File: src/sv/psf_pkg.sv
package psf_pkg;

	localparam int unsigned FILL_W = 5;
	localparam int unsigned CFG_IDX_W = 2;

	localparam logic [CFG_IDX_W-1:0] REG_VERSION = 2'd0;
	localparam logic [CFG_IDX_W-1:0] REG_TTL = 2'd1;

	localparam logic [7:0] FOOTER_BYTE = 8'hAA;
	localparam logic [7:0] FRAME_OVERHEAD = 8'd9;
	localparam logic [FILL_W-1:0] HDR_BYTES = 5'd6;

	typedef struct packed {
		logic [7:0] header;
		logic [7:0] ack;
		logic [7:0] control;
		logic [7:0] dest;
		logic [7:0] src;
		logic [7:0] len;
		logic [7:0] csum;
		logic [FILL_W-1:0] fill;
		logic last;
	} frame_desc_t;

	typedef struct packed {
		logic en;
		logic bank;
		logic [FILL_W-1:0] off;
		logic [7:0] data;
	} store_wr_t;

endpackage

File: src/sv/packet_segmenting_framer_core.sv
// path: the first byte of a frame passes the descriptor queue, stage s1 and the
// output register after the request that completes the frame is taken
// throughput: one frame byte per cycle while popped; per frame, n payload bytes
// give n + 9 bytes; input bytes are taken one per cycle while one of two payload
// banks is free; reset: all control state cleared, version 0, ttl 15; no clearing pass
module packet_segmenting_framer_core import psf_pkg::*; #(
	parameter int unsigned MAX_PAYLOAD = 23,
	parameter int unsigned SEQ_WRAP = 15
) (
	input logic clk,
	input logic arst_n,
	input logic push,
	output logic full,
	input logic [7:0] data_byte,
	input logic [7:0] packet_length,
	input logic [7:0] ack_byte,
	output logic empty,
	input logic pop,
	output logic [7:0] frame_byte,
	output logic frame_end,
	output logic packet_end,
	input logic cfg_valid,
	output logic cfg_ready,
	input logic [CFG_IDX_W-1:0] cfg_index,
	input logic [7:0] cfg_data
);

	logic q_full;
	logic q_push;
	logic q_pop;
	logic q_empty;
	frame_desc_t push_desc;
	frame_desc_t head;
	store_wr_t wr;

	psf_front #(
		.MAX_PAYLOAD(MAX_PAYLOAD),
		.SEQ_WRAP(SEQ_WRAP)
	) u_front (
		.clk(clk),
		.arst_n(arst_n),
		.push(push),
		.full(full),
		.data_byte(data_byte),
		.packet_length(packet_length),
		.ack_byte(ack_byte),
		.cfg_valid(cfg_valid),
		.cfg_ready(cfg_ready),
		.cfg_index(cfg_index),
		.cfg_data(cfg_data),
		.q_full(q_full),
		.q_push(q_push),
		.q_desc(push_desc),
		.wr(wr)
	);

	psf_desc_queue u_queue (
		.clk(clk),
		.arst_n(arst_n),
		.push(q_push),
		.push_desc(push_desc),
		.full(q_full),
		.pop(q_pop),
		.head(head),
		.empty(q_empty)
	);

	psf_back #(
		.MAX_PAYLOAD(MAX_PAYLOAD)
	) u_back (
		.clk(clk),
		.arst_n(arst_n),
		.wr(wr),
		.head(head),
		.q_empty(q_empty),
		.q_pop(q_pop),
		.empty(empty),
		.pop(pop),
		.frame_byte(frame_byte),
		.frame_end(frame_end),
		.packet_end(packet_end)
	);

endmodule

File: src/sv/psf_front.sv
module psf_front import psf_pkg::*; #(
	parameter int unsigned MAX_PAYLOAD = 23,
	parameter int unsigned SEQ_WRAP = 15
) (
	input logic clk,
	input logic arst_n,
	input logic push,
	output logic full,
	input logic [7:0] data_byte,
	input logic [7:0] packet_length,
	input logic [7:0] ack_byte,
	input logic cfg_valid,
	output logic cfg_ready,
	input logic [CFG_IDX_W-1:0] cfg_index,
	input logic [7:0] cfg_data,
	input logic q_full,
	output logic q_push,
	output frame_desc_t q_desc,
	output store_wr_t wr
);

	localparam logic [16:0] RECIP = 17'((65536 + MAX_PAYLOAD - 1) / MAX_PAYLOAD);
	localparam logic [8:0] ROUND_UP = 9'(MAX_PAYLOAD - 1);
	localparam logic [FILL_W-1:0] FILL_MAX = FILL_W'(MAX_PAYLOAD);
	localparam logic [4:0] SEQ_LIMIT = 5'(SEQ_WRAP);

	logic [1:0] version_q;
	logic [3:0] ttl_q;
	logic [7:0] pkt_cnt_q;
	logic [FILL_W-1:0] fill_q;
	logic [2:0] fidx_q;
	logic [3:0] seq_q;
	logic [3:0] pseq_q;
	logic [7:0] src_q;
	logic [7:0] dest_q;
	logic [7:0] len_q;
	logic [7:0] ack_q;
	logic [7:0] xor_q;
	logic [2:0] count_q;
	logic bank_q;

	logic start;
	logic accept;
	logic [8:0] total;
	logic [25:0] prod;
	logic [4:0] seq_inc;
	logic [3:0] seq_next;
	logic [FILL_W-1:0] fill_b;
	logic [FILL_W-1:0] fill_n;
	logic [7:0] xor_n;
	logic [7:0] src_n;
	logic [7:0] dest_n;
	logic [7:0] len_b;
	logic [7:0] ack_b;
	logic [3:0] pseq_b;
	logic [2:0] fidx_b;
	logic [2:0] count_b;
	logic [7:0] cnt_n;
	logic [7:0] frame_len;
	logic [7:0] header;
	logic last;
	logic send;

	assign cfg_ready = 1'b1;
	assign full = q_full;
	assign accept = push && !q_full;
	assign start = (pkt_cnt_q == 8'd0);

	always_comb begin
		total = (packet_length == 8'd0) ? 9'd256 : {1'b0, packet_length};
		prod = {17'd0, total + ROUND_UP} * {9'd0, RECIP};
		seq_inc = {1'b0, seq_q} + 5'd1;
		seq_next = (seq_inc >= SEQ_LIMIT) ? 4'd0 : seq_inc[3:0];

		fill_b = start ? '0 : fill_q;
		len_b = start ? packet_length : len_q;
		ack_b = start ? ack_byte : ack_q;
		pseq_b = start ? seq_q : pseq_q;
		fidx_b = start ? 3'd0 : fidx_q;
		count_b = start ? prod[18:16] : count_q;
		src_n = (pkt_cnt_q == 8'd2) ? data_byte : (start ? 8'd0 : src_q);
		dest_n = (pkt_cnt_q == 8'd3) ? data_byte : (start ? 8'd0 : dest_q);
		xor_n = (start ? 8'd0 : xor_q) ^ data_byte;

		fill_n = fill_b + FILL_W'(1);
		cnt_n = pkt_cnt_q + 8'd1;
		last = (cnt_n == len_b);
		send = last || (fill_n == FILL_MAX);

		frame_len = {{(8 - FILL_W){1'b0}}, fill_n} + FRAME_OVERHEAD;
		header = {version_q, fidx_b, count_b};
	end

	assign q_push = accept && send;

	always_comb begin
		q_desc.header = header;
		q_desc.ack = ack_b;
		q_desc.control = {ttl_q, pseq_b};
		q_desc.dest = dest_n;
		q_desc.src = src_n;
		q_desc.len = frame_len;
		q_desc.csum = header ^ src_n ^ dest_n ^ frame_len ^ FOOTER_BYTE ^ xor_n;
		q_desc.fill = fill_n;
		q_desc.last = last;
		wr.en = accept;
		wr.bank = bank_q;
		wr.off = fill_b;
		wr.data = data_byte;
	end

	always_ff @(posedge clk or negedge arst_n) begin
		if (!arst_n) begin
			version_q <= 2'd0;
			ttl_q <= 4'd15;
			pkt_cnt_q <= '0;
			fill_q <= '0;
			fidx_q <= '0;
			seq_q <= '0;
			pseq_q <= '0;
			src_q <= '0;
			dest_q <= '0;
			len_q <= '0;
			ack_q <= '0;
			xor_q <= '0;
			count_q <= '0;
			bank_q <= 1'b0;
		end else begin
			if (cfg_valid) begin
				if (cfg_index == REG_VERSION) begin
					version_q <= cfg_data[1:0];
				end else if (cfg_index == REG_TTL) begin
					ttl_q <= cfg_data[3:0];
				end
			end
			if (accept) begin
				if (start) begin
					len_q <= packet_length;
					ack_q <= ack_byte;
					pseq_q <= seq_q;
					seq_q <= seq_next;
					count_q <= prod[18:16];
				end
				src_q <= src_n;
				dest_q <= dest_n;
				pkt_cnt_q <= last ? 8'd0 : cnt_n;
				if (send) begin
					fill_q <= '0;
					xor_q <= '0;
					fidx_q <= fidx_b + 3'd1;
					bank_q <= !bank_q;
				end else begin
					fill_q <= fill_n;
					xor_q <= xor_n;
					fidx_q <= fidx_b;
				end
			end
		end
	end

endmodule

File: src/sv/psf_desc_queue.sv
module psf_desc_queue import psf_pkg::*; (
	input logic clk,
	input logic arst_n,
	input logic push,
	input frame_desc_t push_desc,
	output logic full,
	input logic pop,
	output frame_desc_t head,
	output logic empty
);

	frame_desc_t entry_q [2];
	logic wr_ptr_q;
	logic rd_ptr_q;
	logic [1:0] cnt_q;

	assign full = (cnt_q == 2'd2);
	assign empty = (cnt_q == 2'd0);
	assign head = entry_q[rd_ptr_q];

	always_ff @(posedge clk) begin
		if (push) begin
			entry_q[wr_ptr_q] <= push_desc;
		end
	end

	always_ff @(posedge clk or negedge arst_n) begin
		if (!arst_n) begin
			wr_ptr_q <= 1'b0;
			rd_ptr_q <= 1'b0;
			cnt_q <= 2'd0;
		end else begin
			if (push) begin
				wr_ptr_q <= !wr_ptr_q;
			end
			if (pop) begin
				rd_ptr_q <= !rd_ptr_q;
			end
			if (push && !pop) begin
				cnt_q <= cnt_q + 2'd1;
			end else if (pop && !push) begin
				cnt_q <= cnt_q - 2'd1;
			end
		end
	end

endmodule

File: src/sv/psf_back.sv
module psf_back import psf_pkg::*; #(
	parameter int unsigned MAX_PAYLOAD = 23
) (
	input logic clk,
	input logic arst_n,
	input store_wr_t wr,
	input frame_desc_t head,
	input logic q_empty,
	output logic q_pop,
	output logic empty,
	input logic pop,
	output logic [7:0] frame_byte,
	output logic frame_end,
	output logic packet_end
);

	localparam int unsigned IW = (MAX_PAYLOAD > 1) ? $clog2(MAX_PAYLOAD) : 1;

	localparam logic [FILL_W-1:0] POS_HEADER = 5'd0;
	localparam logic [FILL_W-1:0] POS_ACK = 5'd1;
	localparam logic [FILL_W-1:0] POS_CONTROL = 5'd2;
	localparam logic [FILL_W-1:0] POS_DEST = 5'd3;
	localparam logic [FILL_W-1:0] POS_SRC = 5'd4;
	localparam logic [FILL_W-1:0] POS_LEN = 5'd5;

	logic [7:0] store_q [2][MAX_PAYLOAD];

	logic [FILL_W-1:0] pos_q;
	logic rd_bank_q;
	logic valid_s1;
	logic pay_s1;
	logic fend_s1;
	logic pend_s1;
	logic [7:0] byte_s1;
	logic [7:0] rdata_s1;
	logic out_valid_q;
	logic [7:0] out_byte_q;
	logic out_fend_q;
	logic out_pend_q;

	logic out_ready;
	logic adv1;
	logic issue;
	logic [FILL_W-1:0] off;
	logic [FILL_W-1:0] last_pos;
	logic [FILL_W-1:0] csum_pos;
	logic [7:0] byte_v;
	logic is_pay;
	logic is_last;

	assign out_ready = !out_valid_q || pop;
	assign adv1 = !valid_s1 || out_ready;
	assign issue = !q_empty && adv1;

	always_comb begin
		off = pos_q - HDR_BYTES;
		csum_pos = HDR_BYTES + head.fill;
		last_pos = head.fill + 5'(FRAME_OVERHEAD - 8'd1);
		is_last = (pos_q == last_pos);
		is_pay = 1'b0;
		byte_v = 8'd0;
		priority if (pos_q == POS_HEADER) begin
			byte_v = head.header;
		end else if (pos_q == POS_ACK) begin
			byte_v = head.ack;
		end else if (pos_q == POS_CONTROL) begin
			byte_v = head.control;
		end else if (pos_q == POS_DEST) begin
			byte_v = head.dest;
		end else if (pos_q == POS_SRC) begin
			byte_v = head.src;
		end else if (pos_q == POS_LEN) begin
			byte_v = head.len;
		end else if (pos_q < csum_pos) begin
			is_pay = 1'b1;
		end else if (pos_q == csum_pos) begin
			byte_v = head.csum;
		end else if (is_last) begin
			byte_v = FOOTER_BYTE;
		end else begin
			byte_v = 8'd0;
		end
	end

	assign q_pop = issue && is_last;

	always_ff @(posedge clk) begin
		if (wr.en) begin
			store_q[wr.bank][wr.off[IW-1:0]] <= wr.data;
		end
		if (issue) begin
			rdata_s1 <= store_q[rd_bank_q][off[IW-1:0]];
		end
		if (adv1) begin
			byte_s1 <= byte_v;
			pay_s1 <= is_pay;
			fend_s1 <= is_last;
			pend_s1 <= is_last && head.last;
		end
		if (out_ready) begin
			out_byte_q <= pay_s1 ? rdata_s1 : byte_s1;
			out_fend_q <= fend_s1;
			out_pend_q <= pend_s1;
		end
	end

	always_ff @(posedge clk or negedge arst_n) begin
		if (!arst_n) begin
			pos_q <= '0;
			rd_bank_q <= 1'b0;
			valid_s1 <= 1'b0;
			out_valid_q <= 1'b0;
		end else begin
			if (issue) begin
				if (is_last) begin
					pos_q <= '0;
					rd_bank_q <= !rd_bank_q;
				end else begin
					pos_q <= pos_q + FILL_W'(1);
				end
			end
			if (adv1) begin
				valid_s1 <= issue;
			end
			if (out_ready) begin
				out_valid_q <= valid_s1;
			end
		end
	end

	assign empty = !out_valid_q;
	assign frame_byte = out_byte_q;
	assign frame_end = out_fend_q;
	assign packet_end = out_pend_q;

endmodule

File: config.mk
export PLATFORM = sky130hd
export DESIGN_NAME = packet_segmenting_framer_core
export DESIGN_NICKNAME = d
export VERILOG_FILES = /design/src/sv/psf_pkg.sv /design/src/sv/packet_segmenting_framer_core.sv /design/src/sv/psf_front.sv /design/src/sv/psf_desc_queue.sv /design/src/sv/psf_back.sv
export SDC_FILE = /design/constraint.sdc
export NUM_CORES = 1
export LEC_CHECK = 0
export BUFFER_PORTS_ARGS = -buffer_cell sky130_fd_sc_hd__clkbuf_2
export CELL_PAD_IN_SITES_DETAIL_PLACEMENT = 0
export CELL_PAD_IN_SITES_GLOBAL_PLACEMENT = 1
export CORE_MARGIN = 5
export CORE_UTILIZATION = 55
export DETAILED_ROUTE_END_ITERATION = 10
export PLACE_DENSITY_LB_ADDON = 0.12
export REMOVE_ABC_BUFFERS = 1
export SLEW_MARGIN = 0
export SYNTH_ARGS = -nofsm -noshare
export SYNTH_HDL_FRONTEND = slang
export SYNTH_SLANG_ARGS = --single-unit
export TNS_END_PERCENT = 100
File: constraint.sdc
create_clock -name clk -period 17.42 [get_ports clk]
set_clock_uncertainty 0.15 [all_clocks]
set_input_delay 0.871 -clock clk [delete_from_list [all_inputs] [get_ports clk]]
set_output_delay 0.871 -clock clk [all_outputs]
set_load 0.005 [all_outputs]
==> results.md, run 1 <==
- Drt first pass iters: 5
- Overall power: 5.10 mW
- Post-layout nets: 2,017
- Synth unique cells: 76
- Crit-path leading delay family: adder cells
- RSZ-0062 raised after global routing: no
- Largest net degree at the start of global routing: 74
- Pwr/cell area: 170 nW/um^2
- Crit Reg-Reg Startpoint: u_front.pkt_cnt_q[0]
- Final-report setup violation count: 0
- Syn Inst Count: 1,857
- Share of cells above drive strength 1: 0.150
- Worst VDD drop: 111 uV
- Critical path cell sequence: clkbuf_2 > inv_1 > ha_1 > nor4b_1 > nand2_1 > nand2_1 > ha_1 > nor2b_1 > nor2_1 > xnor2_1 > ha_1 > ha_1 > fa_1 > inv_1 > fa_1 > inv_1 > ha_1 > and3_1 > a211oi_1 > nor2b_1 > a221oi_1 > xnor2_1 > o21ai_0 > xnor2_1
- Rows: 81
- Lkg Pwr: 10.9 nW
- Detailed Place HPWL: 37,900 um
- Max Clock Freq: 0.157 GHz
- First-pass GRT wire length: 92,400 um
- Final RePlAce weighted congestion: 0.787
- Antenna violations before repair: 0
- R2R setup slack: 11.82 ns
- Post-Syn Area: 26,900 sq um
- Max Slew Vio Count: 0
- Fin Setup TNS: 0 ns
- Number of flops mapped to enable cells by yosys: 517
- Status: finished clean
- Crit path kind: in2reg
- TritonCTS buffer count: 61
- DRT iter0 DRCs: 1,219
- Post-CTS sizing: 0
- Core Area: 48,600 sq um
- H-tree levels: 2
- Min Clock Period, post-route: 6.36 ns
- Normalized max-slew margin: 0.188
- Max reg flops: 368
- Critical path startpoint category: primary input
- Hold Buf Count CTS: 0
- # port buffers: 46
- Worst Reg-to-Reg Cells: 14
- Final hold vios: 0
- Metal2 WL: 29,700 um
- Die W: 231 um
- Critical path's slowest cell: fa_1
- Yosys warnings: 0
- Initial Utilization: 0.553
- CTS tree: yes
- Grt total ovfl: 0
- Met3 wire len: 3050 um
- Buf/Inv on CP: 4
- Critical Path RT: 17.63 ns
- Worst r2r dst: u_queue.entry_q[1][42]
- Met1 wire length: 25,500 um
- Crit path largest cell delay: 0.53 ns
- Avg Inst Size Synth: 14.5 sq um
- Clk pin slew, worst setup/hold paths: 0.06 ns
- CP Max Fanout: 6
- DR vias/cell: 5.97
- Async SR Flop Fraction: 0.143
- CTS Buffer Depth: 3
- Overall routing resource usage: 0.225
- Drt drc: 0
- I/O Pins: 52
- CP most frequent cell: ha_1
- Hold Crit Class: in2async
- DR WL/cell: 23.1 um
- Seq/Total Area, Yosys: 0.657
- Die area: 53,400 sq um
- Routed WL: 59,500 um
- Postcts setup bufs: 0
- Via Count: 15,400
- Number of synthesized register bits: 603
- CTS root buf: clkbuf_16
- Worst-Margin Slew: 1.22 ns
- CTS Sinks: 603
- Vias in the first global route: 15,400
- CP arrival: 6.57 ns
- Fin crit share: 0.365
- Ys flop type: edfxtp_1
- Synth-to-layout area growth: 11.2%
- Critical Path Sink Type: register
- Worst-Skew Late Latency: 0.63 ns
- Routed Antenna Nets: 0
- Max layer used: met4
- Chip Height: 231 um
- Max cap viols: 0
- Non-Filler Instances: 2,575
- Dpl cells: 2,458
synth_stat cells, types with 8 or more instances:
master	instances	area (sq um)
nor2_1	93	349
mux2_2	37	417
mux2i_1	121	1210
o211ai_1	13	97.6
o41ai_1	9	78.8
fa_1	9	180
buf_1	14	52.6
xnor2_1	56	490
nand3_1	42	210
nor3_1	15	75.1
nand2_1	180	676
ha_1	70	876
xor2_1	19	166
dfrtp_1	82	2050
o22ai_1	23	144
clkbuf_1	64	240
o31ai_1	11	82.6
mux4_2	56	1260
and3_1	22	138
inv_1	67	251
a22oi_1	8	60.1
and2_1	9	56.3
o221ai_1	39	342
o21ai_0	87	435
buf_2	12	60.1
edfxtp_1	517	15500
a21oi_1	66	330
where the power goes:
part	total [mW]	internal (mW)	switching [mW]
combinational	1.77	0.695	1.07
clock	1.39	0.847	0.546
sequential	1.94	1.81	0.134
how the worst max path moves through the flow:
| stage | startpoint | endpoint | depth (start not counted) |
|---|---|---|---|
| 4_1_cts | packet_length[1] | u_queue.entry_q[0][8] | 24 |
| 2_1_floorplan | u_front.pkt_cnt_q[0] | u_queue.entry_q[0][0] | 13 |
| 3_5_place_dp | packet_length[1] | u_queue.entry_q[0][8] | 24 |
| 5_1_grt | packet_length[1] | u_queue.entry_q[0][8] | 24 |
| 3_3_place_gp | packet_length[1] | u_queue.entry_q[0][8] | 24 |
| 6_report | packet_length[1] | u_queue.entry_q[0][8] | 24 |
layer usage:
layer	vias to the layer above	GRT usage
li1	7167	-
met1	7731	0.317
met2	390	0.383
met3	79	0.0263
met4	0	0.0546
met5	-	0
final cells by class:
cell class                 count  area [sq um]
clock buffer                  86          1740
antenna                        1          2.50
timing repair buffer          74           443
fill                        3642         18700
inverter                      68           255
clock inverter                30           439
multi-input combinational   1091          8570
sequential                   603         17700
tap                          622           778
metrics by stage:
step	utilization	worst slack, ns	instance area [sq um]	hold slack [ns]
4_1_cts	0.615	11.03	29900	0.0537
3_5_place_dp	0.570	10.39	27700	0.265
2_1_floorplan	-	9.38	26500	0.250
3_3_place_gp	0.570	10.48	27700	0.265
5_1_grt	0.615	10.51	29900	0.0861
6_report	0.615	11.06	29900	0.0659
cell usage in the layout (no fill, tap or decap), types with 42 or more instances in the layout:
master	synthesis	final
nand2_1	180	179
inv_1	67	67
mux4_2	56	56
clkbuf_16	0	62
clkbuf_2	0	45
xnor2_1	56	56
mux2i_1	121	121
a21oi_1	66	66
ha_1	70	70
edfxtp_1	517	517
nor2_1	93	92
o21ai_0	87	87
dfrtp_1	82	79
nand3_1	42	42
logic make-up after synthesis:
logic type,after synthesis,share of synthesized area
adders and majority gates,79,0.0393
buffers and inverters,163,0.0244
xor gates and xnor gates,75,0.0244
DFF,603,0.657
and+or+nand+nor,410,0.0714
other,1,0.000139
AOI/OAI and AO/OA,312,0.0755
muxes,214,0.107
worst register-to-register path, delay by kind of cell, from the launching register on:
| kind | cells | cell delay [ns] |
|---|---|---|
| and+or+nand+nor | 7 | 2.46 |
| buffers and inverters | 3 | 0.97 |
| adders and majority gates | 2 | 0.50 |
| AOI/OAI and AO/OA | 1 | 0.50 |
| DFF | 1 | 0.46 |
| xor gates and xnor gates | 1 | 0.12 |
No activity file was read; power rests on OpenSTA's default activity.
==> run 2: changes to the inputs <==
--- a/config.mk
+++ b/config.mk
@@ -5,11 +5,12 @@
 export SDC_FILE = /design/constraint.sdc
 export NUM_CORES = 1
 export LEC_CHECK = 0
+export ABC_AREA = 1
 export BUFFER_PORTS_ARGS = -buffer_cell sky130_fd_sc_hd__clkbuf_2
 export CELL_PAD_IN_SITES_DETAIL_PLACEMENT = 0
 export CELL_PAD_IN_SITES_GLOBAL_PLACEMENT = 1
 export CORE_MARGIN = 5
-export CORE_UTILIZATION = 55
+export CORE_UTILIZATION = 46
 export DETAILED_ROUTE_END_ITERATION = 10
 export PLACE_DENSITY_LB_ADDON = 0.12
 export REMOVE_ABC_BUFFERS = 1
==> constraint.sdc (replaced) <==
create_clock -name clk -period 5.4 [get_ports clk]
set_clock_uncertainty 0.15 [all_clocks]
set_input_delay 0.27 -clock clk [delete_from_list [all_inputs] [get_ports clk]]
set_output_delay 0.27 -clock clk [all_outputs]
set_load 0.005 [all_outputs]
==> results.md, run 2 <==
- RSZ-0062 raised after global routing: no
- Non-Filler Instances: 3,438
- Max reg flops: 368
- Area contributors post-synth: edfxtp_1 57%, nand2_1 7.9%, dfrtp_1 7.5%, o21ai_0 5.1%, nor2_1 4.1%
- Pint: 10.1 mW
- Post-synth top area cell: edfxtp_1
- Post-layout nets: 2,733
- Sw power: 6.69 mW
- Worst-Skew Late Latency: 0.60 ns
- Max cap viols: 0
- Commonest non-fill, non-tap cell in the layout: nand2_1
- Overall routing resource usage: 0.219
- Crit-path leading delay family: adder cells
- Pwr/cell area: 544 nW/um^2
- TritonCTS buffer count: 67
- Critical Path RT: 5.59 ns
- Placement Setup Slack: 0.0824 ns
- Die W: 254 um
- Vias in the first global route: 18,500
- Dpl cells: 3,288
- Critical path's slowest cell: fa_1
- Routed Antenna Nets: 0
- Syn Inst Count: 2,562
- Lkg Pwr: 12.0 nW
- H-tree levels: 3
- Max Clock Freq: 0.199 GHz
- Levels on crit path: 28
- Via Count: 18,700
- Drt drc: 0
- Fin crit share: 0.931
- Worst-Margin Slew: 1.20 ns
- Worst VDD drop: 799 uV
- First-pass GRT wire length: 108,000 um
- Max Slew Vio Count: 0
- Largest net degree at the start of global routing: 130
- DR vias/cell: 5.43
- Most frequent cells in the layout: 576 x nand2_1, 517 x edfxtp_1, 300 x nor2_1
- Final worst setup slack: 0.370 ns
- Grt total ovfl: 0
- Yosys warnings: 0
- CTS tree: yes
- Clock Power Share: 0.251
- Buf/Inv on CP: 8
- Crit path largest cell delay: 0.55 ns
- Min Clock Period, post-route: 5.03 ns
- Post-synth top area share: 0.566
- Hold Crit Class: in2reg
- # port buffers: 46
- Number of flops mapped to enable cells by yosys: 517
- Normalized max-slew margin: 0.200
- DRT iter0 DRCs: 1,329
- I/O Pins: 52
- Share of cells above drive strength 1: 0.0878
- Detailed Place HPWL: 42,800 um
- Utilization after layout: 0.521
- CP Max Fanout: 4
- Critical path startpoint category: primary input
- CP arrival: 5.22 ns
- Initial Utilization: 0.465
- Die area: 64,600 sq um
- Reg power frac: 0.365
- Chip Height: 254 um
- CTS Buffer Depth: 3
- Sw frac: 0.399
- DR WL/cell: 20.5 um
- Fill count: 5,251
- Antenna violations before repair: 1
- Clk pin slew, worst setup/hold paths: 0.05 ns
- Crit path kind: in2reg
- Rows: 89
- Worst Reg-to-Reg Cells: 14
- Synth unique cells: 49
- Drt first pass iters: 7
- Logic pwr share: 0.384
- Ys flop type: edfxtp_1
- Final hold vios: 0
- Status: finished clean
- CTS root buf: clkbuf_16
- Top-count cell post-synth: nand2_1
- Synth-to-layout area growth: 12.2%
- Post-Syn Area: 27,400 sq um
- Final-report setup violation count: 0
- Routed WL: 70,600 um
- Hold path depth: 1
- Async SR Flop Fraction: 0.143
- Core Area: 59,000 sq um
- Final RePlAce weighted congestion: 0.829
- Most frequent cells after synthesis: 577 x nand2_1, 517 x edfxtp_1, 302 x nor2_1, 279 x o21ai_0, 154 x inv_1
- Critical Path Sink Type: register
- Fin Setup TNS: 0 ns
- CTS Sinks: 603
- Antenna diodes: 0
- Seq/Total Area, Yosys: 0.645
- Number of synthesized register bits: 603
- Final hold slack: 0.110 ns
- Avg Inst Size Synth: 10.7 sq um
## run 2: worst paths after layout
kind | from | endpoint | slack [ns]
max | packet_length[1] | u_queue.entry_q[1][6] | 0.37
min | data_byte[2] | u_back.store_q[1][146] | 0.11
max reg2reg | u_front.pkt_cnt_q[0] | u_queue.entry_q[1][6] | 1.16
min reg2reg | u_back.pend_s1 | u_back.packet_end | 0.30
max in group asynchronous | arst_n | u_front.len_q[0] | 3.93
min in group asynchronous | arst_n | u_front.ack_q[2] | 0.12
## run 2: layout make-up
class / instances / area (sq um) / share of cell area
timing repair buffer: 109 / 843 / 0.0274
inverter: 166 / 628 / 0.0204
sequential: 603 / 17700 / 0.575
clock inverter: 30 / 203 / 0.00659
tap: 773 / 967 / 0.0314
multi-input combinational: 1668 / 8660 / 0.281
clock buffer: 89 / 1780 / 0.0579
## run 2: timing repair
action | 4_1_cts | 5_1_grt
hold endpoints to repair | 86 | 0
hold buffers | 30 | 0
setup endpoints to repair | 0 | 10
resized for setup | 0 | 9
buffers inserted | 0 | 1
## run 2: power by group through the flow
| stage | Clock (mW) | Sequential [mW] | Combinational (mW) |
|---|---|---|---|
| floorplan | 0 | 6.27 | 4.04 |
| global placement | 0 | 6.20 | 6.32 |
| detailed placement | 0 | 6.21 | 6.42 |
| CTS | 4.29 | 6.11 | 6.47 |
| global route | 4.47 | 6.17 | 7.25 |
| finish | 4.20 | 6.12 | 6.44 |
## run 2: through the flow
step	cell area [sq um]	total power, mW
3_5_place_dp	28400	12.6
3_3_place_gp	28400	12.5
2_1_floorplan	26900	10.3
4_1_cts	30700	16.9
6_report	30800	16.8
5_1_grt	30800	17.9
## run 2: metal layers
| metal | global-route usage | wire length, um | vias up |
|---|---|---|---|
| met5 | 0 | 0 | - |
| li1 | - | - | 8971 |
| met1 | 0.293 | 31100 | 9137 |
| met3 | 0.0340 | 3350 | 126 |
| met4 | 0.0833 | 2440 | 0 |
| met2 | 0.365 | 33700 | 419 |
## run 2: cells by family after synthesis
| family | after synthesis | share of synthesized area |
|---|---|---|
| AO/OA/AOI/OAI | 486 | 0.0978 |
| XOR/XNOR | 54 | 0.0181 |
| adder cells (fa/ha/maj) | 79 | 0.0385 |
| buffers and inverters | 291 | 0.0420 |
| flip-flops | 603 | 0.645 |
| multiplexers | 16 | 0.00630 |
| other | 1 | 0.000137 |
| AND/OR/NAND/NOR | 1032 | 0.153 |
==> run 3: changes to the inputs <==
--- a/config.mk
+++ b/config.mk
@@ -10,7 +10,7 @@
 export CELL_PAD_IN_SITES_DETAIL_PLACEMENT = 0
 export CELL_PAD_IN_SITES_GLOBAL_PLACEMENT = 1
 export CORE_MARGIN = 5
-export CORE_UTILIZATION = 46
+export CORE_UTILIZATION = 55
 export DETAILED_ROUTE_END_ITERATION = 10
 export PLACE_DENSITY_LB_ADDON = 0.12
 export REMOVE_ABC_BUFFERS = 1
==> constraint.sdc (replaced) <==
create_clock -name clk -period 5.8 [get_ports clk]
set_clock_uncertainty 0.15 [all_clocks]
set_input_delay 0.29 -clock clk [delete_from_list [all_inputs] [get_ports clk]]
set_output_delay 0.29 -clock clk [all_outputs]
set_load 0.01 [all_outputs]
==> results.md, run 3 (synthesis gave the netlist of run 2 again) <==
- H-tree levels: 2
- CP arrival: 5.60 ns
- Overall power: 15.5 mW
- Fin crit share: 0.926
- Fin Setup TNS: 0 ns
- Antenna violations before repair: 1
- Max Slew Vio Count: 0
- Worst-Skew Late Latency: 0.63 ns
- Pint: 9.35 mW
- Via Count: 18,800
- Largest net degree at the start of global routing: 84
- Critical Path RT: 6.02 ns
- Commonest non-fill, non-tap cell in the layout: nand2_1
- I/O Pins: 52
- Antenna diodes: 0
- Max cap viols: 0
- CTS tree: yes
- TritonCTS buffer count: 60
- Reg power frac: 0.365
- Clk pin slew, worst setup/hold paths: 0.06 ns
- Final hold slack: 0.0537 ns
- Fill count: 4,016
- Die area: 54,400 sq um
- Post-layout nets: 2,720
- Critical Path Sink Type: register
- Routed Antenna Nets: 0
- Final worst setup slack: 0.429 ns
- CP most frequent cell: nand2_1
- DRT iter0 DRCs: 1,626
- Overall routing resource usage: 0.251
- Chip Height: 233 um
- Critical path startpoint category: primary input
- Vias in the first global route: 18,400
- Status: finished clean
- First-pass GRT wire length: 106,000 um
- Core Area: 49,200 sq um
- Clock Power Share: 0.249
- Worst VDD drop: 284 uV
- Die W: 233 um
- Crit path kind: in2reg
- Share of cells above drive strength 1: 0.0860
- Drt drc: 0
- Min Clock Period, post-route: 5.37 ns
- Max Clock Freq: 0.186 GHz
- Rows: 81
- Critical path's slowest cell: fa_1
- Pwr/cell area: 508 nW/um^2
- Worst-Margin Slew: 1.11 ns
- Initial Utilization: 0.558
- Crit path largest cell delay: 0.55 ns
- Sw power: 6.12 mW
- Logic pwr share: 0.385
- Final RePlAce weighted congestion: 0.840
- Placement Setup Slack: 0.250 ns
- Grt total ovfl: 0
- Normalized max-slew margin: 0.257
- Max reg flops: 368
- Detailed Place HPWL: 41,100 um
- Synth-to-layout area growth: 11.2%
- Final-report setup violation count: 0
- CTS Sinks: 603
- Final hold vios: 0
- Lkg Pwr: 12.0 nW
- DR WL/cell: 20.4 um
- CTS Buffer Depth: 3
- Drt first pass iters: 6
- Sw frac: 0.396
- Routed WL: 67,500 um
- CP Max Fanout: 4
- # port buffers: 46
- CTS root buf: clkbuf_16
- Hold Crit Class: in2async
- DR vias/cell: 5.66
- Most frequent cells in the layout: 577 x nand2_1, 517 x edfxtp_1, 301 x nor2_1
-- run 3: cell types whose count changed in the layout (fill, tap and decap cells not counted), sizes merged --
| cell | delta |
|---|---|
| clkbuf | -14 |
| dlygate4sd3 | -4 |
| clkinvlp | +2 |
| bufinv | +4 |
| clkinv | +3 |
| buf | -2 |
| inv | -2 |
-- run 3: final cells by class --
| class | instances | area [sq um] | share of cell area |
|---|---|---|---|
| inverters | 166 | 628 | 0.0206 |
| flip-flops and latches | 603 | 17700 | 0.580 |
| repair buffers | 103 | 763 | 0.0250 |
| well taps | 664 | 831 | 0.0272 |
| multi-input cells | 1668 | 8620 | 0.283 |
| clock inverters | 37 | 312 | 0.0102 |
| clock buffers | 75 | 1650 | 0.0541 |
-- run 3: worst max-delay path: cells and delay by family --
| family | cells | cell delay [ns] |
|---|---|---|
| adder cells (fa/ha/maj) | 7 | 2.45 |
| AND/OR/NAND/NOR | 10 | 1.07 |
| AO/OA/AOI/OAI | 2 | 0.64 |
| buffers and inverters | 6 | 0.89 |
| XOR/XNOR | 1 | 0.24 |
-- run 3: worst paths after layout --
path | startpoint | slack, ns | cells after the start | to
max | packet_length[0] | 0.43 | 26 | u_queue.entry_q[0][6]
max in group asynchronous | arst_n | 4.31 | 3 | u_front.len_q[0]
max reg2reg | u_front.pkt_cnt_q[0] | 1.55 | 14 | u_queue.entry_q[0][46]
min in group clk | cfg_index[0] | 0.07 | 3 | u_front.ttl_q[3]
min reg2reg | u_back.pend_s1 | 0.29 | 0 | u_back.packet_end
min | arst_n | 0.05 | 2 | u_front.ack_q[1]
-- run 3: power groups by stage --
stage | clock, mW | combinational (mW) | sequential, mW
final | 3.86 | 5.97 | 5.65
after CTS | 3.91 | 5.96 | 5.65
after global routing | 4.11 | 6.69 | 5.70
after global placement | 0 | 5.80 | 5.72
after floorplan | 0 | 3.76 | 5.85
after detailed placement | 0 | 5.91 | 5.74
-- run 3: layer usage --
metal,global-route usage,part of all wire
met5,0,0
met4,0.0823,0.035
met3,0.0423,0.064
met2,0.406,0.47
met1,0.351,0.43
-- run 3: metrics by stage --
stage / std cells / utilization / cell area (sq um)
global placement: 3178 / 0.575 / 28300
global route: 3316 / 0.620 / 30500
detailed placement: 3178 / 0.575 / 28300
CTS: 3316 / 0.620 / 30500
finish: 3316 / 0.620 / 30500
floorplan: 2437 / - / 26900
-- run 3: what timing repair did --
item / in CTS / in global routing
gates resized for setup: 0 / 1
hold endpoints to repair: 79 / 0
setup endpoints to repair: 0 / 8
buffers inserted: 0 / 0
hold buffers: 26 / 0
